### config.mk
export PLATFORM = sky130hd
export DESIGN_NAME = tx_frame_deframe_classify
export DESIGN_NICKNAME = d
export VERILOG_FILES = /design/src/hdl/tfdc_pkg.sv /design/src/hdl/tfdc_classify.sv /design/src/hdl/tfdc_parser.sv /design/src/hdl/tfdc_skid.sv /design/src/hdl/tx_frame_deframe_classify.sv
export VERILOG_INCLUDE_DIRS = /design/src /design/src/hdl
export SDC_FILE = /design/constraint.sdc
export NUM_CORES = 1
export LEC_CHECK = 0
export ABC_AREA = 1
export BUFFER_PORTS_ARGS = -buffer_cell sky130_fd_sc_hd__buf_4
export CAP_MARGIN = 20
export CORE_MARGIN = 2
export CORE_UTILIZATION = 47
export CTS_CLUSTER_DIAMETER = 30
export DETAILED_ROUTE_END_ITERATION = 7
export PLACE_DENSITY_LB_ADDON = 0.12
export SLEW_MARGIN = 5
export SYNTH_ARGS = -nofsm -noshare
export SYNTH_HDL_FRONTEND = slang
export SYNTH_SLANG_ARGS = --single-unit
### constraint.sdc
create_clock -name clk -period 2.6 [get_ports clk]
set_input_delay 0.13 -clock clk [delete_from_list [all_inputs] [get_ports clk]]
set_output_delay 0.13 -clock clk [all_outputs]
set_load 0.03 [all_outputs]
### src/hdl/assert_macros.svh
// ----------------------------------------------------------------------------
// Assertion macros
// Short forms for the concurrent checks used in the RTL.
// ----------------------------------------------------------------------------
`ifndef ASSERT_MACROS_SVH
`define ASSERT_MACROS_SVH

// Same-cycle implication, checked at every rising edge outside reset.
`define ASSERT_IMPLIES(label, clk, rst, ante, cons, msg) \
  label: assert property (@(posedge clk) disable iff (rst) (ante) |-> (cons)) else $error(msg);

// Next-cycle implication, checked at every rising edge outside reset.
`define ASSERT_NEXT(label, clk, rst, ante, cons, msg) \
  label: assert property (@(posedge clk) disable iff (rst) (ante) |=> (cons)) else $error(msg);

`endif

### src/hdl/tfdc_pkg.sv
// ----------------------------------------------------------------------------
// tfdc_pkg
// Types and constants shared by the frame deframer and classifier.
// ----------------------------------------------------------------------------
package tfdc_pkg;

  localparam int LEN_W = 11;

  // Parser phases within one record.
  typedef enum logic [1:0] {
    PH_PREFIX = 2'd0,
    PH_LENGTH = 2'd1,
    PH_BODY   = 2'd2,
    PH_SKIP   = 2'd3
  } phase_t;

  // Register indexes on the configuration port (byte address bit 2).
  localparam logic REG_PREFIX = 1'b0;

  // Protocol codes.
  localparam logic [15:0] ETH_ARP  = 16'h0806;
  localparam logic [15:0] ETH_IPV4 = 16'h0800;
  localparam logic [15:0] ETH_IPV6 = 16'h86dd;
  localparam logic [7:0]  PROTO_ICMP   = 8'h01;
  localparam logic [7:0]  PROTO_TCP    = 8'd6;
  localparam logic [7:0]  PROTO_UDP    = 8'd17;
  localparam logic [7:0]  PROTO_ICMPV6 = 8'd58;

  // Minimum lengths for each header layer.
  localparam logic [LEN_W-1:0] MIN_ETH  = 11'd14;
  localparam logic [LEN_W-1:0] MIN_IPV4 = 11'd34;
  localparam logic [LEN_W-1:0] MIN_IPV6 = 11'd54;

  // Frame byte offsets of the captured header fields.
  localparam logic [LEN_W-1:0] OFS_DEST    = 11'd0;
  localparam logic [LEN_W-1:0] OFS_ETH_HI  = 11'd12;
  localparam logic [LEN_W-1:0] OFS_ETH_LO  = 11'd13;
  localparam logic [LEN_W-1:0] OFS_V6_NH   = 11'd20;
  localparam logic [LEN_W-1:0] OFS_V4_PROT = 11'd23;

  // One result transfer.
  typedef struct packed {
    logic [7:0]       frame_byte;
    logic [LEN_W-1:0] frame_length;
    logic             first_byte;
    logic             last_byte;
    logic             high_priority;
    logic             truncated;
  } frame_res_t;

endpackage

### src/hdl/tfdc_classify.sv
// ----------------------------------------------------------------------------
// tfdc_classify
// Priority decision from the captured header fields of one frame.
// ----------------------------------------------------------------------------
module tfdc_classify (
  input  logic [tfdc_pkg::LEN_W-1:0] frame_length,
  input  logic [15:0]                ethertype,
  input  logic [7:0]                 ipv4_protocol,
  input  logic [7:0]                 ipv6_next_header,
  input  logic                       dest_group_bit,
  output logic                       high_priority
);
  import tfdc_pkg::*;

  // ARP, TCP and ICMP/ICMPv6 are high once the header is complete; UDP only when unicast.
  always_comb begin
    high_priority = 1'b0;
    if (frame_length >= MIN_ETH) begin
      if (ethertype == ETH_ARP) begin
        high_priority = 1'b1;
      end else if (ethertype == ETH_IPV4) begin
        if (frame_length >= MIN_IPV4) begin
          if (ipv4_protocol == PROTO_TCP || ipv4_protocol == PROTO_ICMP) begin
            high_priority = 1'b1;
          end else if (ipv4_protocol == PROTO_UDP) begin
            high_priority = !dest_group_bit;
          end
        end
      end else if (ethertype == ETH_IPV6) begin
        if (frame_length >= MIN_IPV6) begin
          if (ipv6_next_header == PROTO_TCP || ipv6_next_header == PROTO_ICMPV6) begin
            high_priority = 1'b1;
          end else if (ipv6_next_header == PROTO_UDP) begin
            high_priority = !dest_group_bit;
          end
        end
      end
    end
  end

endmodule

### src/hdl/tfdc_parser.sv
// ----------------------------------------------------------------------------
// tfdc_parser
// Record parser: skips the prefix, assembles the length word, walks the
// frame body and captures the header fields needed for classification.
// ----------------------------------------------------------------------------
module tfdc_parser #(
  parameter int MAX_FRAME = 1600
) (
  input  logic                 clk,
  input  logic                 rst,
  input  logic                 advance,
  input  logic [7:0]           data_byte,
  input  logic                 end_of_write,
  input  logic                 prefix_enable,
  output logic                 res_valid,
  output tfdc_pkg::frame_res_t res
);
  import tfdc_pkg::*;

  localparam logic [LEN_W-1:0] MAX_LEN = LEN_W'(MAX_FRAME);

  // Parser state.
  phase_t           phase, phase_next;
  logic [1:0]       header_count, header_count_next;
  logic [LEN_W-1:0] len_low, len_low_next;
  logic             len_big, len_big_next;
  logic [LEN_W-1:0] byte_index, byte_index_next;
  logic [LEN_W-1:0] cur_len, cur_len_next;
  logic             dest_group, dest_group_next;
  logic [15:0]      ethertype, ethertype_next;
  logic [7:0]       v6_next_hdr, v6_next_hdr_next;
  logic [7:0]       v4_proto, v4_proto_next;

  phase_t           phase_eff;
  logic [LEN_W:0]   index_inc;
  logic             last;
  logic             trunc;
  logic [LEN_W-1:0] asm_low;
  logic             asm_big;
  logic             len_bad;
  logic             cap_group;
  logic [15:0]      cap_eth;
  logic [7:0]       cap_v6;
  logic [7:0]       cap_v4;
  logic             high;

  // With no prefix, a record starts directly at the length word.
  assign phase_eff = (phase == PH_PREFIX && header_count == 2'd0 && !prefix_enable)
                     ? PH_LENGTH : phase;

  // Position in the frame body.
  assign index_inc = {1'b0, byte_index} + 1'b1;
  assign last      = index_inc >= {1'b0, cur_len};
  assign trunc     = end_of_write && !last;

  // Header fields including the byte at hand, so a final byte counts.
  assign cap_group = (byte_index == OFS_DEST) ? data_byte[0] : dest_group;
  assign cap_eth   = (byte_index == OFS_ETH_HI) ? {data_byte, ethertype[7:0]} :
                     (byte_index == OFS_ETH_LO) ? {ethertype[15:8], data_byte} : ethertype;
  assign cap_v6    = (byte_index == OFS_V6_NH)   ? data_byte : v6_next_hdr;
  assign cap_v4    = (byte_index == OFS_V4_PROT) ? data_byte : v4_proto;

  // Length word assembly: low 11 bits kept, any higher bit marks it too big.
  always_comb begin
    asm_low = len_low;
    asm_big = len_big;
    case (header_count)
      2'd0: asm_low[7:0] = data_byte;
      2'd1: begin
        asm_low[10:8] = data_byte[2:0];
        asm_big       = len_big || (|data_byte[7:3]);
      end
      default: asm_big = len_big || (|data_byte);
    endcase
  end

  assign len_bad = asm_big || asm_low == '0 || asm_low > MAX_LEN;

  tfdc_classify u_classify (
    .frame_length     (cur_len),
    .ethertype        (cap_eth),
    .ipv4_protocol    (cap_v4),
    .ipv6_next_header (cap_v6),
    .dest_group_bit   (cap_group),
    .high_priority    (high)
  );

  // Next-state logic.
  always_comb begin
    phase_next        = phase;
    header_count_next = header_count;
    len_low_next      = len_low;
    len_big_next      = len_big;
    byte_index_next   = byte_index;
    cur_len_next      = cur_len;
    dest_group_next   = dest_group;
    ethertype_next    = ethertype;
    v6_next_hdr_next  = v6_next_hdr;
    v4_proto_next     = v4_proto;
    if (advance) begin
      unique case (phase_eff)
        PH_PREFIX: begin
          header_count_next = header_count + 2'd1;
          if (header_count == 2'd3) begin
            phase_next = PH_LENGTH;
          end
        end
        PH_LENGTH: begin
          phase_next   = PH_LENGTH;
          len_low_next = asm_low;
          len_big_next = asm_big;
          if (header_count == 2'd3) begin
            header_count_next = 2'd0;
            len_low_next      = '0;
            len_big_next      = 1'b0;
            if (len_bad) begin
              phase_next = PH_SKIP;
            end else begin
              cur_len_next    = asm_low;
              byte_index_next = '0;
              phase_next      = PH_BODY;
            end
          end else begin
            header_count_next = header_count + 2'd1;
          end
        end
        PH_BODY: begin
          dest_group_next  = cap_group;
          ethertype_next   = cap_eth;
          v6_next_hdr_next = cap_v6;
          v4_proto_next    = cap_v4;
          byte_index_next  = index_inc[LEN_W-1:0];
          if (last) begin
            phase_next        = PH_PREFIX;
            header_count_next = 2'd0;
            len_low_next      = '0;
            len_big_next      = 1'b0;
          end
        end
        PH_SKIP: begin
          phase_next = PH_SKIP;
        end
        default: phase_next = PH_PREFIX;
      endcase
      // The end of a write always returns to a fresh record.
      if (end_of_write) begin
        phase_next        = PH_PREFIX;
        header_count_next = 2'd0;
        len_low_next      = '0;
        len_big_next      = 1'b0;
      end
    end
  end

  // Output logic: one result for each frame body byte.
  always_comb begin
    res_valid         = advance && phase_eff == PH_BODY;
    res.frame_byte    = data_byte;
    res.frame_length  = cur_len;
    res.first_byte    = byte_index == '0;
    res.last_byte     = last || trunc;
    res.high_priority = last && !trunc && high;
    res.truncated     = trunc;
  end

  // State registers.
  always_ff @(posedge clk) begin
    if (rst) begin
      phase        <= PH_PREFIX;
      header_count <= 2'd0;
      len_low      <= '0;
      len_big      <= 1'b0;
      byte_index   <= '0;
      cur_len      <= '0;
      dest_group   <= 1'b0;
      ethertype    <= '0;
      v6_next_hdr  <= '0;
      v4_proto     <= '0;
    end else begin
      phase        <= phase_next;
      header_count <= header_count_next;
      len_low      <= len_low_next;
      len_big      <= len_big_next;
      byte_index   <= byte_index_next;
      cur_len      <= cur_len_next;
      dest_group   <= dest_group_next;
      ethertype    <= ethertype_next;
      v6_next_hdr  <= v6_next_hdr_next;
      v4_proto     <= v4_proto_next;
    end
  end

endmodule

### src/hdl/tfdc_skid.sv
// ----------------------------------------------------------------------------
// tfdc_skid
// Output register with a skid stage, so the ready toward the parser is
// registered and a result can be taken while another waits.
// ----------------------------------------------------------------------------
module tfdc_skid (
  input  logic                 clk,
  input  logic                 rst,
  input  logic                 push,
  input  tfdc_pkg::frame_res_t push_data,
  output logic                 space,
  output logic                 out_valid,
  output tfdc_pkg::frame_res_t out_data,
  input  logic                 out_ready,
  output logic                 skid_valid
);
  import tfdc_pkg::*;

  frame_res_t skid_data;

  // A push is only made while the skid stage is empty.
  assign space = !skid_valid;

  // Valid flags.
  always_ff @(posedge clk) begin
    if (rst) begin
      out_valid  <= 1'b0;
      skid_valid <= 1'b0;
    end else if (!out_valid || out_ready) begin
      out_valid  <= skid_valid || push;
      skid_valid <= 1'b0;
    end else if (push) begin
      skid_valid <= 1'b1;
    end
  end

  // Payload registers.
  always_ff @(posedge clk) begin
    if (!out_valid || out_ready) begin
      out_data <= skid_valid ? skid_data : push_data;
    end else if (push) begin
      skid_data <= push_data;
    end
  end

endmodule

### src/hdl/tx_frame_deframe_classify.sv
// ----------------------------------------------------------------------------
// tx_frame_deframe_classify
// Splits a write buffer byte stream into frames and classifies each frame.
// ----------------------------------------------------------------------------
// Input stream (s_*): one byte of the write buffer per transfer, with tlast
// on the final byte of the write. Output stream (m_*): one transfer per frame
// byte carrying the byte and the frame length; tlast marks the final byte of
// a frame, and tuser carries the first-byte flag, the priority decision
// (valid on a complete last byte) and the truncation flag.
// An accepted byte passes an input register and then the parser into an
// output register (or, while the receiver stalls, the skid stage), from
// which it is taken. One byte is taken every cycle as long as the receiver
// keeps up; the rate is set by the single parse step per byte. When the
// receiver stalls, a skid stage holds one more result and then s_tready
// drops. Bytes of prefixes, length words and skipped records produce no
// output transfer.
// Reset clears the parser to the start of a record, empties both stages and
// clears the prefix register. The APB port writes prefix_enable at address 0.
// ----------------------------------------------------------------------------
`include "assert_macros.svh"

module tx_frame_deframe_classify #(
  parameter int MAX_FRAME = 1600
) (
  input  logic        clk,
  input  logic        rst,
  // Input stream
  input  logic        s_tvalid,
  output logic        s_tready,
  input  logic [7:0]  s_tdata,   // [7:0] data_byte
  input  logic        s_tlast,   // end_of_write
  // Output stream
  output logic        m_tvalid,
  input  logic        m_tready,
  output logic [23:0] m_tdata,   // [7:0] frame_byte, [18:8] frame_length, [23:19] zero
  output logic        m_tlast,   // last_byte
  output logic [2:0]  m_tuser,   // [0] first_byte, [1] high_priority, [2] truncated
  // Configuration
  input  logic        psel,
  input  logic        penable,
  input  logic        pwrite,
  input  logic [2:0]  paddr,
  input  logic [31:0] pwdata,
  output logic [31:0] prdata,
  output logic        pready
);
  import tfdc_pkg::*;

  logic       prefix_enable;
  logic       in_valid;
  logic [7:0] in_byte;
  logic       in_eow;
  logic       advance;
  logic       buf_space;
  logic       res_valid;
  frame_res_t res;
  frame_res_t out_res;
  logic       skid_valid;

  // Configuration register.
  assign pready = 1'b1;
  assign prdata = (paddr[2] == REG_PREFIX) ? {31'd0, prefix_enable} : 32'd0;

  always_ff @(posedge clk) begin
    if (rst) begin
      prefix_enable <= 1'b0;
    end else if (psel && penable && pwrite && paddr[2] == REG_PREFIX) begin
      prefix_enable <= pwdata[0];
    end
  end

  // Input register; it moves on whenever the output buffer has room.
  assign advance  = in_valid && buf_space;
  assign s_tready = !in_valid || buf_space;

  always_ff @(posedge clk) begin
    if (rst) begin
      in_valid <= 1'b0;
    end else if (s_tready) begin
      in_valid <= s_tvalid;
    end
  end

  always_ff @(posedge clk) begin
    if (s_tready && s_tvalid) begin
      in_byte <= s_tdata;
      in_eow  <= s_tlast;
    end
  end

  // Parse and classify.
  tfdc_parser #(
    .MAX_FRAME (MAX_FRAME)
  ) u_parser (
    .clk           (clk),
    .rst           (rst),
    .advance       (advance),
    .data_byte     (in_byte),
    .end_of_write  (in_eow),
    .prefix_enable (prefix_enable),
    .res_valid     (res_valid),
    .res           (res)
  );

  // Output register with skid stage.
  tfdc_skid u_skid (
    .clk        (clk),
    .rst        (rst),
    .push       (res_valid),
    .push_data  (res),
    .space      (buf_space),
    .out_valid  (m_tvalid),
    .out_data   (out_res),
    .out_ready  (m_tready),
    .skid_valid (skid_valid)
  );

  // Pack the output transfer.
  assign m_tdata = {5'd0, out_res.frame_length, out_res.frame_byte};
  assign m_tlast = out_res.last_byte;
  assign m_tuser = {out_res.truncated, out_res.high_priority, out_res.first_byte};

  // Checks.
  `ASSERT_IMPLIES(a_res_on_advance, clk, rst, res_valid, advance, "result without a parsed byte")
  `ASSERT_IMPLIES(a_skid_behind_out, clk, rst, skid_valid, m_tvalid && !s_tready || !in_valid && m_tvalid, "skid stage holds data while output register is empty")
  `ASSERT_NEXT(a_skid_refill, clk, rst, skid_valid && m_tready, m_tvalid, "output register not refilled from skid stage")
  `ASSERT_IMPLIES(a_high_on_last, clk, rst, m_tvalid && m_tuser[1], m_tlast && !m_tuser[2], "priority flagged off a complete last byte")

endmodule

==> Word-level counts from Yosys, hierarchy flattened <==
Cells that the tools add are included.
{ "op_classes": {"bitwise": 3, "n_eq_ne": 22, "n_addsub": 2, "magnitude_cmp": 5, "n_reduce_logical": 46, "n_mux": 41} }
{ "op_table": {"columns": ["operator", "count"], "rows": [
  ["11-bit two-way mux", 5],
  ["11-bit case mux with 2 select lines", 2],
  ["16-bit by 12-bit == test with 1-bit output (second input constant)", 2],
  ["8-bit two-way mux", 4],
  ["23-bit two-way mux", 1],
  ["11-bit by 4-bit == test with 1-bit output (second input constant)", 2],
  ["11-bit by 5-bit == test with 1-bit output (second input constant)", 2],
  ["11-bit by 6-bit greater-or-equal comparator with 1-bit output (second input constant)", 2],
  ["11-bit logical NOT", 2],
  ["16-bit == test (second input constant)", 1],
  ["8-bit by 3-bit == test with 1-bit output (second input constant)", 2],
  ["8-bit by 5-bit == test with 1-bit output (second input constant)", 2],
  ["1-bit two-way mux", 16],
  ["16-bit two-way mux", 1],
  ["2-bit two-way mux", 7],
  ["11-bit by 1-bit adder with 12-bit output (second input constant)", 1],
  ["12-bit by 11-bit greater-or-equal comparator with 1-bit output", 1],
  ["11-bit by 4-bit greater-or-equal comparator with 1-bit output (second input constant)", 1],
  ["11-bit greater-than comparator (second input constant)", 1],
  ["1-bit logical AND", 11],
  ["1-bit logical OR", 10],
  ["3-bit AND reduction", 3],
  ["8-bit by 1-bit == test with 1-bit output (second input constant)", 1],
  ["8-bit by 6-bit == test with 1-bit output (second input constant)", 1],
  ["21 further kinds", 38]
]} }
{ "totals": {"regBits": 130, "inputBits": 51, "output_inout_bits": 63} }

==> Longest topological paths before layout <==
Gate-level depths: netlist (run 1).
{ "depth": {"ltp_word": 12, "ltp_mapped": 17, "mapped_depth_nobuf": 17} }

==> Cells and area by module <==
From an unflattened synthesis (run 1), not the netlist that was laid out.
{ "hier_totals": {"hier_cells": 1035, "area_unflattened_um2": 7459.7} }
{ "by_module_without_submodules": {"columns": ["mod", "n_inst", "cells_each", "area_each_um2"], "rows": [
  ["tfdc_parser", 1, 731, 4546.9],
  ["tfdc_skid", 1, 133, 1824.2],
  ["tx_frame_deframe_classify", 1, 69, 674.4],
  ["tfdc_classify", 1, 102, 414.1]
]} }

==> Least setup slack after synthesis (run 1) <==
Ideal clock, no wire load.
{ "synth_timing": {"kind": "register -> register", "start": "register u_parser.phase[1]", "end": "register u_skid.skid_data[0] (netlist bit) (enable)", "arrival_time_ns": 2.293, "n_path_buf": 1, "stages_incl_launch_ff": 8, "path_slack_ns": -0.095, "required_time_ns": 2.197, "path_cell_list": "dfxtp_1 inv_1 nor2_1 inv_1 nor2_2 inv_1 clkbuf_1 nor2_1"} }
{ "synth_via": {"elab_chain_len": 7} }
{ "synth_lines": {"columns": ["item", "line", "rtl"], "rows": [
  ["start: declaration", "tfdc_parser.sv:23", "phase_t phase, phase_next;"],
  ["start signal: assignment", "tfdc_parser.sv:180", "phase <= phase_next;"],
  ["2-bit logical NOT", "tfdc_parser.sv:48", "assign phase_eff = (phase == PH_PREFIX && header_count == 2'd0 && !prefix_enable)"],
  ["1-bit logical AND (2 in a row)", "tfdc_parser.sv:48", null],
  ["2-bit two-way mux *", "tfdc_parser.sv:49", "? PH_LENGTH : phase;"],
  ["2-bit == test *", "tfdc_parser.sv:157", "res_valid = advance && phase_eff == PH_BODY;"],
  ["1-bit logical AND *", "tfdc_parser.sv:157", null],
  ["2-bit AND reduction (no source line) *", null, null],
  ["end signal: assignment", "tfdc_skid.sv:42", "skid_data <= push_data;"],
  ["end: declaration", "tfdc_skid.sv:19", "frame_res_t skid_data;"]
]} }
Every way passes the cells marked *; elsewhere a longest branch is shown, timed or not.
A chain may end at the register's enable or synchronous reset.

==> Worst setup path in the final report (run 1) <==
{ "layout_timing": {"start": "register u_parser.byte_index[0]", "end": "register u_parser.len_big"} }
{ "layout_via": {"elab_chain_len": 4} }
{ "layout_lines": {"columns": ["item", "line", "rtl"], "rows": [
  ["start: declaration", "tfdc_parser.sv:27", "logic [LEN_W-1:0] byte_index, byte_index_next;"],
  ["start signal: assignment", "tfdc_parser.sv:184", "byte_index <= byte_index_next;"],
  ["11-bit by 1-bit adder with 12-bit output", "tfdc_parser.sv:52", "assign index_inc = {1'b0, byte_index} + 1'b1;"],
  ["12-bit by 11-bit greater-or-equal comparator with 1-bit output", "tfdc_parser.sv:53", "assign last = index_inc >= {1'b0, cur_len};"],
  ["3-bit by 2-bit inequality test with 1-bit output (no source line)", null, null],
  ["3-bit AND reduction (no source line)", null, null],
  ["end signal: assignment", "tfdc_parser.sv:183", "len_big <= len_big_next;"],
  ["end: declaration", "tfdc_parser.sv:26", "logic len_big, len_big_next;"]
]} }
Every way passes these cells.

==> impl_metrics.prom, run 1 <==
# TYPE chip_impl_metric gauge
chip_impl_metric{name="boundaryPins",unit=""} 114
chip_impl_metric{name="routed-via-count",unit=""} 5902
chip_impl_metric{name="setup_viol",unit=""} 0
chip_impl_metric{name="vdd.ir_drop.worst",unit="mV"} 0.457
chip_impl_metric{name="skew",unit="ps"} 8.96
chip_impl_metric{name="layout.cell_area.non_filler",unit="sq um"} 8570
chip_impl_metric{name="power_frac_comb",unit="%"} 13.2
chip_impl_metric{name="wire_length_of_the_first_global_routing_pass",unit="um"} 26900
chip_impl_metric{name="hold_violations",unit=""} 0
chip_impl_metric{name="drt-initial-drc-count",unit=""} 570
chip_impl_metric{name="clock_power_share",unit="%"} 43.3
chip_impl_metric{name="htree_num_levels",unit=""} 4
chip_impl_metric{name="maximum_number_of_pins_on_one_net_before_global_route_repair",unit=""} 52
chip_impl_info{name="tritoncts",value="yes"} 1
chip_impl_metric{name="switching_power",unit="mW"} 1.42
chip_impl_metric{name="initial_core_util",unit="%"} 48.0
chip_impl_metric{name="final_min_period_over_clock_period",unit="%"} 98.5
chip_impl_metric{name="track_usage",unit="%"} 21.8
chip_impl_metric{name="gp_weighted_congestion",unit=""} 0.926
chip_impl_info{name="synthDominantAreaCellType",value="sky130_fd_sc_hd__edfxtp_1"} 1
chip_impl_metric{name="antenna_violations_before_repair",unit=""} 0
chip_impl_metric{name="hpwl",unit="um"} 11800
chip_impl_metric{name="tightest_slew",unit="ps"} 529
chip_impl_metric{name="hold-worst-slack",unit="ps"} 146
chip_impl_metric{name="post_synth_arst_share",unit="%"} 0
chip_impl_metric{name="nets",unit=""} 1063
chip_impl_info{name="ys_top_cells_by_count",value="sky130_fd_sc_hd__nand2_1, sky130_fd_sc_hd__inv_1, sky130_fd_sc_hd__nor2_1, sky130_fd_sc_hd__dfxtp_1, sky130_fd_sc_hd__o21ai_0"} 1
chip_impl_metric{name="synth_area_per_cell",unit="sq um"} 7.75
chip_impl_metric{name="core_region_area",unit="sq um"} 14500
chip_impl_metric{name="power.switching_fraction",unit="%"} 27.6
chip_impl_metric{name="slew_headroom",unit="%"} 64.4
chip_impl_metric{name="clk_pin_slew_worst_paths",unit="ps"} 60
chip_impl_metric{name="maxSlewViolCount",unit=""} 0
chip_impl_metric{name="crit_fanout",unit=""} 6
chip_impl_metric{name="crit_arrival",unit="ps"} 2880
chip_impl_metric{name="portBuffers",unit=""} 43
chip_impl_metric{name="fmax",unit="GHz"} 0.390
chip_impl_metric{name="timing.max_cap.violations",unit=""} 0
chip_impl_metric{name="core.rowCount",unit=""} 44
chip_impl_metric{name="sequential_element_share_of_the_synthesized_area",unit="%"} 45.2
chip_impl_metric{name="die_h",unit="um"} 126
chip_impl_metric{name="pre_repair_dr_iteration_count",unit=""} 7
chip_impl_info{name="ys_top_cells_by_area",value="sky130_fd_sc_hd__edfxtp_1, sky130_fd_sc_hd__dfxtp_1, sky130_fd_sc_hd__nand2_1, sky130_fd_sc_hd__inv_1, sky130_fd_sc_hd__nor2_1"} 1
chip_impl_info{name="setup.worst_path.end_class",value="flop"} 1
chip_impl_info{name="min_path_type",value="input port to flop"} 1
chip_impl_info{name="ys_dominant_reg_cell",value="sky130_fd_sc_hd__dfxtp_1"} 1
chip_impl_metric{name="grt.overflow.total",unit=""} 0
chip_impl_metric{name="power.sequential.fraction",unit="%"} 43.6
chip_impl_info{name="cp-start-kind",value="flop"} 1
chip_impl_metric{name="clock_latency",unit="ps"} 430
chip_impl_metric{name="postPlaceCellArea",unit="sq um"} 7550
chip_impl_metric{name="max-clock-path-buffers",unit=""} 2
chip_impl_metric{name="post_route_cells_drive_above_1_share",unit="%"} 20.6
chip_impl_metric{name="layout-area-overhead-vs-synth",unit="%"} 22.8
chip_impl_metric{name="yosys_warnings",unit=""} 0
chip_impl_metric{name="required_time_at_the_endpoint_of_the_critical_path",unit="ps"} 2920
chip_impl_metric{name="die_w",unit="um"} 126
chip_impl_info{name="synthMostInstantiatedCell",value="sky130_fd_sc_hd__nand2_1"} 1
chip_impl_info{name="rsz0062_at_grt",value="yes"} 1
chip_impl_metric{name="number_of_enable_flip_flop_cells_after_synthesis",unit=""} 55
chip_impl_metric{name="post-synth-top-area-fraction",unit="%"} 23.7
chip_impl_metric{name="drt_wl_total",unit="um"} 17200
chip_impl_metric{name="synth_seq_cells",unit=""} 130
chip_impl_metric{name="ant_nets",unit=""} 0
chip_impl_metric{name="dieArea",unit="sq um"} 15800
chip_impl_metric{name="final.min_clock_period",unit="ps"} 2560
chip_impl_metric{name="syn_inst",unit=""} 900
chip_impl_metric{name="cts_num_sinks",unit=""} 130
chip_impl_metric{name="numCtsBuffers",unit=""} 17
chip_impl_info{name="crit_type",value="flop to flop"} 1
chip_impl_metric{name="first_global_vias",unit=""} 5117
chip_impl_metric{name="detail_route.wl_per_cell",unit="um"} 14.5
chip_impl_metric{name="drt-vias-per-instance",unit=""} 4.96
chip_impl_metric{name="netlist-cell-type-count",unit=""} 41
chip_impl_metric{name="power_per_cell_area",unit="nW/um^2"} 601
chip_impl_info{name="root_buffer",value="sky130_fd_sc_hd__clkbuf_16"} 1
chip_impl_metric{name="intPower",unit="mW"} 3.73
chip_impl_metric{name="synth_area",unit="sq um"} 6980
chip_impl_metric{name="total_leakage_power",unit="nW"} 3.85
chip_impl_metric{name="route.detailed.drc",unit=""} 0
chip_impl_metric{name="diodes",unit=""} 0
chip_impl_info{name="run_status",value="finished, final reports clean"} 1
what timing repair did:
action / 4_1_cts / 5_1_grt
gates resized for setup: 1 / 53
pin swaps: 0 / 12
cloned: 0 / 3
hold buffers: 12 / 0
setup endpoints to repair: 6 / 38
hold endpoints to repair: 11 / 0
buffers inserted: 1 / 11
flip-flops by register name (all words and copies together), names as in the netlist, 11 cells and up:
name                 cells
u_parser.len_low        11
u_skid.skid_data        23
u_parser.ethertype      16
u_parser.cur_len        11
u_parser.byte_index     11
u_skid.out_data         23
critical path, cell delays in order, from the launching register on:
cell and delay [ps]:
sky130_fd_sc_hd__dfxtp_2 350, sky130_fd_sc_hd__buf_6 120, sky130_fd_sc_hd__ha_1 160, sky130_fd_sc_hd__inv_2 50
sky130_fd_sc_hd__nor2_2 110, sky130_fd_sc_hd__nand4_1 170, sky130_fd_sc_hd__xor2_2 200, sky130_fd_sc_hd__ha_1 300
sky130_fd_sc_hd__nand2_2 70, sky130_fd_sc_hd__nor2_4 140, sky130_fd_sc_hd__nand3b_1 170, sky130_fd_sc_hd__nand4_4 130
sky130_fd_sc_hd__nand3_4 130, sky130_fd_sc_hd__clkbuf_16 200, sky130_fd_sc_hd__o21ai_1 110, sky130_fd_sc_hd__a21oi_1 50
final cells by class:
class / instances / area (sq um)
clock inverters: 14 / 115
flip-flops and latches: 130 / 3160
repair buffers: 108 / 908
well taps: 184 / 230
inverters: 134 / 503
clock buffers: 18 / 429
fillers: 1366 / 5970
multi-input cells: 603 / 3220
worst paths after layout:
path | startpoint | to | slack [ps] | depth (start not counted)
worst min-delay path | rst | u_parser.byte_index[2] | 150 | 2
worst min register to register | u_parser.cur_len[9] | u_skid.skid_data[13] | 430 | 0
worst max register to register | u_parser.byte_index[0] | u_parser.len_big | 40 | 15
worst max-delay path | u_parser.byte_index[0] | u_parser.len_big | 40 | 15
cell usage in the layout, fill, tap and decap left out, drive strengths merged, types with 2 or more instances in the layout:
cell           n
dlygate4sd3   12
nand3         43
edfxtp        55
or2            2
clkbuf        20
a31oi          2
buf           94
inv          135
nand4         13
nor3           8
xor2           8
o21ai         97
nand2        194
and2           2
nor2          91
o211ai        14
nand3b         2
clkinv         8
conb          37
o21a           4
clkinvlp       4
a211oi         3
dfxtp         75
a21oi         61
ha            18
metal layers:
layer | vias to the layer above | wire length (um) | global-route usage [%]
li1 | 3049 | - | -
met1 | 2658 | 8150 | 31.1
met2 | 175 | 7890 | 33.8
met3 | 20 | 971 | 3.91
met4 | 0 | 212 | 6.98
met5 | - | 0 | 0
cells by family (layout without fill, tap and decap cells):
kind of cell	after synthesis	in the layout	share of synthesized area [%]
other	2	37	0.108
AND/OR/NAND/NOR	354	355	22.4
adder cells (fa/ha/maj)	18	18	3.23
buffers and inverters	203	274	13.4
AO/OA/AOI/OAI	185	185	14.7
flip-flops	130	130	45.2
XOR/XNOR	8	8	1.00
power by group through the flow:
stage               sequential, mW  combinational (mW)  clock, mW
floorplan                     2.31               0.424          0
CTS                           2.24               0.631       2.25
global placement              2.28               0.609          0
finish                        2.24               0.678       2.23
detailed placement            2.29               0.614          0
global route                  2.25               0.749       2.35
through the flow:
stage / setup TNS, ps / std cells / worst slack, ps / util, % / power [mW]
3_3_place_gp: 0 / 1132 / 55.4 / 52.0 / 2.89
5_1_grt: -1600 / 1191 / -123 / 58.9 / 5.35
2_1_floorplan: 0 / 935 / 138 / - / 2.74
6_report: 0 / 1191 / 38.9 / 58.9 / 5.15
3_5_place_dp: 0 / 1132 / 13.3 / 52.0 / 2.90
4_1_cts: 0 / 1177 / 15.4 / 56.6 / 5.12
No activity file was read; power rests on OpenSTA's default activity.
==> run 2, diff against run 1 <==
- SETUP_SLACK_MARGIN: not set -> 0.5
==> impl_metrics.prom, run 2 (synthesized netlist as in run 1, its figures left out) <==
# TYPE chip_impl_metric gauge
chip_impl_info{name="tritoncts",value="yes"} 1
chip_impl_metric{name="vdd.ir_drop.worst",unit="mV"} 0.461
chip_impl_metric{name="setup_viol",unit=""} 0
chip_impl_metric{name="ant_nets",unit=""} 0
chip_impl_metric{name="crit_arrival",unit="ps"} 2830
chip_impl_metric{name="drt-vias-per-instance",unit=""} 5.06
chip_impl_metric{name="cts_num_sinks",unit=""} 130
chip_impl_metric{name="pre_repair_dr_iteration_count",unit=""} 6
chip_impl_info{name="crit_type",value="flop to flop"} 1
chip_impl_metric{name="grt.overflow.total",unit=""} 0
chip_impl_metric{name="dieArea",unit="sq um"} 15800
chip_impl_metric{name="drt_wl_total",unit="um"} 18200
chip_impl_metric{name="final.fill_count",unit=""} 1236
chip_impl_metric{name="multi_input_comb_area",unit="sq um"} 3580
chip_impl_info{name="min_path_type",value="input port to flop"} 1
chip_impl_metric{name="die_h",unit="um"} 126
chip_impl_metric{name="r2r_cells",unit=""} 15
chip_impl_metric{name="maxSlewViolCount",unit=""} 0
chip_impl_metric{name="gp_weighted_congestion",unit=""} 0.908
chip_impl_info{name="rsz0062_at_grt",value="yes"} 1
chip_impl_metric{name="final_min_period_over_clock_period",unit="%"} 97.0
chip_impl_info{name="mostFrequentLayoutCell",value="sky130_fd_sc_hd__nand2_1"} 1
chip_impl_info{name="r2r_end",value="u_parser.len_low[1]"} 1
chip_impl_metric{name="drt-initial-drc-count",unit=""} 434
chip_impl_metric{name="power_per_cell_area",unit="nW/um^2"} 595
chip_impl_metric{name="portBuffers",unit=""} 43
chip_impl_metric{name="detail_route.wl_per_cell",unit="um"} 14.9
chip_impl_metric{name="core.rowCount",unit=""} 44
chip_impl_metric{name="crit_fanout",unit=""} 6
chip_impl_metric{name="maximum_number_of_pins_on_one_net_before_global_route_repair",unit=""} 47
chip_impl_metric{name="skew",unit="ps"} 6.50
chip_impl_metric{name="fmax",unit="GHz"} 0.397
chip_impl_metric{name="placement.setup.worst_slack",unit="ps"} -90.0
chip_impl_metric{name="die_w",unit="um"} 126
chip_impl_metric{name="dpl.cell_count",unit=""} 1137
chip_impl_metric{name="total_leakage_power",unit="nW"} 4.14
chip_impl_metric{name="final.min_clock_period",unit="ps"} 2520
chip_impl_metric{name="hold_violations",unit=""} 0
chip_impl_metric{name="diodes",unit=""} 0
chip_impl_metric{name="timing.max_cap.violations",unit=""} 0
chip_impl_metric{name="hold-path-cell-count",unit=""} 2
chip_impl_metric{name="slew_headroom",unit="%"} 50.2
chip_impl_metric{name="required_time_at_the_endpoint_of_the_critical_path",unit="ps"} 2910
chip_impl_info{name="rr_startpoint",value="u_parser.byte_index[1]"} 1
chip_impl_metric{name="nets",unit=""} 1095
chip_impl_metric{name="initial_core_util",unit="%"} 48.0
chip_impl_metric{name="wire_length_of_the_first_global_routing_pass",unit="um"} 28300
chip_impl_metric{name="first_global_vias",unit=""} 5595
chip_impl_metric{name="htree_num_levels",unit=""} 4
chip_impl_metric{name="route.detailed.drc",unit=""} 0
chip_impl_metric{name="numCtsBuffers",unit=""} 17
chip_impl_metric{name="max-clock-path-buffers",unit=""} 2
chip_impl_metric{name="tightest_slew",unit="ps"} 746
chip_impl_metric{name="boundaryPins",unit=""} 114
chip_impl_metric{name="post_route_cells_drive_above_1_share",unit="%"} 29.5
chip_impl_info{name="top_regs",value="u_skid.out_data (23), u_skid.skid_data (23), u_parser.ethertype (16)"} 1
chip_impl_info{name="layout.cells.most_common_list",value="sky130_fd_sc_hd__nand2_1, sky130_fd_sc_hd__buf_4, sky130_fd_sc_hd__inv_1"} 1
chip_impl_metric{name="hold-worst-slack",unit="ps"} 132
chip_impl_info{name="cp-start-kind",value="flop"} 1
chip_impl_info{name="root_buffer",value="sky130_fd_sc_hd__clkbuf_16"} 1
chip_impl_metric{name="hpwl",unit="um"} 12100
chip_impl_metric{name="core_region_area",unit="sq um"} 14500
chip_impl_metric{name="clock_latency",unit="ps"} 420
chip_impl_metric{name="antenna_violations_before_repair",unit=""} 0
chip_impl_info{name="min_delay_worst_endpoint",value="u_parser.byte_index[2]"} 1
chip_impl_info{name="setup.worst_path.end_class",value="flop"} 1
chip_impl_info{name="worst_hold_startpoint",value="rst"} 1
chip_impl_metric{name="track_usage",unit="%"} 22.7
chip_impl_metric{name="worst-r2r-setup-slack",unit="ps"} 80
chip_impl_metric{name="clk_pin_slew_worst_paths",unit="ps"} 60
chip_impl_metric{name="layout-area-overhead-vs-synth",unit="%"} 33.9
chip_impl_metric{name="layout.cells.non_filler",unit=""} 1223
chip_impl_metric{name="final.setup.worst_slack",unit="ps"} 78.4
chip_impl_metric{name="seq_area",unit="sq um"} 3170
chip_impl_metric{name="routed-via-count",unit=""} 6193
chip_impl_info{name="run_status",value="finished, final reports clean"} 1
==> run 2: changes by cell type in the layout (fill, tap and decap cells not counted), sizes merged <==
cell,change
buf,+31
clkinv,-3
bufinv,+2
clkbuf,+1
inv,+1
==> run 2: what timing repair did <==
action | 4_1_cts | 5_1_grt
hold endpoints to repair | 11 | 0
setup buffers | 22 | 14
hold buffers | 12 | 0
gates cloned | 4 | 2
pin swaps | 15 | 35
resized for setup | 57 | 94
setup endpoints to repair | 44 | 93
==> run 2: worst max-delay path by stage <==
stage | from | endpoint | slack (ps) | cells after the start
after global routing | u_parser.byte_index[1] | u_parser.len_low[9] | -30 | 16
after floorplan | u_parser.byte_index[2] | u_parser.len_low[9] | 210 | 17
final | u_parser.byte_index[1] | u_parser.len_low[1] | 80 | 15
after CTS | u_parser.byte_index[2] | u_parser.len_low[9] | 90 | 15
after detailed placement | u_parser.byte_index[1] | u_parser.len_low[3] | -90 | 15
after global placement | u_parser.byte_index[1] | u_parser.phase[0] | 20 | 16
==> run 2: worst max-delay path: stages, from the launching register on <==
cell	delay (ps)
sky130_fd_sc_hd__dfxtp_4	380
sky130_fd_sc_hd__nand3_4	90
sky130_fd_sc_hd__nor2_4	130
sky130_fd_sc_hd__nand2_2	90
sky130_fd_sc_hd__nor2_4	110
sky130_fd_sc_hd__nand3_2	90
sky130_fd_sc_hd__xor2_2	200
sky130_fd_sc_hd__ha_4	240
sky130_fd_sc_hd__a21oi_2	130
sky130_fd_sc_hd__o211ai_1	110
sky130_fd_sc_hd__a21oi_2	190
sky130_fd_sc_hd__nand4_4	150
sky130_fd_sc_hd__nand3_4	150
sky130_fd_sc_hd__buf_6	150
sky130_fd_sc_hd__clkbuf_16	150
sky130_fd_sc_hd__a21oi_2	50
==> run 2: routing by layer <==
| layer | track usage [%] | wire length (um) |
|---|---|---|
| met1 | 31.1 | 8150 |
| met2 | 36.5 | 8730 |
| met3 | 3.95 | 1050 |
| met4 | 7.69 | 294 |
| met5 | 0 | 0 |
==> run 2: power breakdown <==
part | internal (mW) | switching [mW] | leakage (nW)
combinational | 0.330 | 0.526 | 2.70
clock | 1.52 | 0.944 | 0.284
sequential | 2.19 | 0.0467 | 1.16
==> run 2: metrics by stage <==
| step | total power, mW | cell area, sq um | utilization [%] | TNS, ps |
|---|---|---|---|---|
| after floorplan | 2.74 | 7150 | - | 0 |
| final | 5.56 | 9340 | 64.3 | 0 |
| after detailed placement | 2.91 | 7620 | 52.4 | -629 |
| after global placement | 2.91 | 7620 | 52.4 | 0 |
| after global routing | 5.77 | 9340 | 64.3 | -176 |
| after CTS | 5.46 | 8810 | 60.6 | 0 |
==> run 2: cell type report <==
cell class	instances	area share, %
Timing Repair Buffer	140	13.3
Clock inverter	14	1.94
Clock buffer	18	4.59
Sequential cell	130	33.9
Inverter	134	5.41
Multi-Input combinational cell	603	38.4
Tap cell	184	2.46
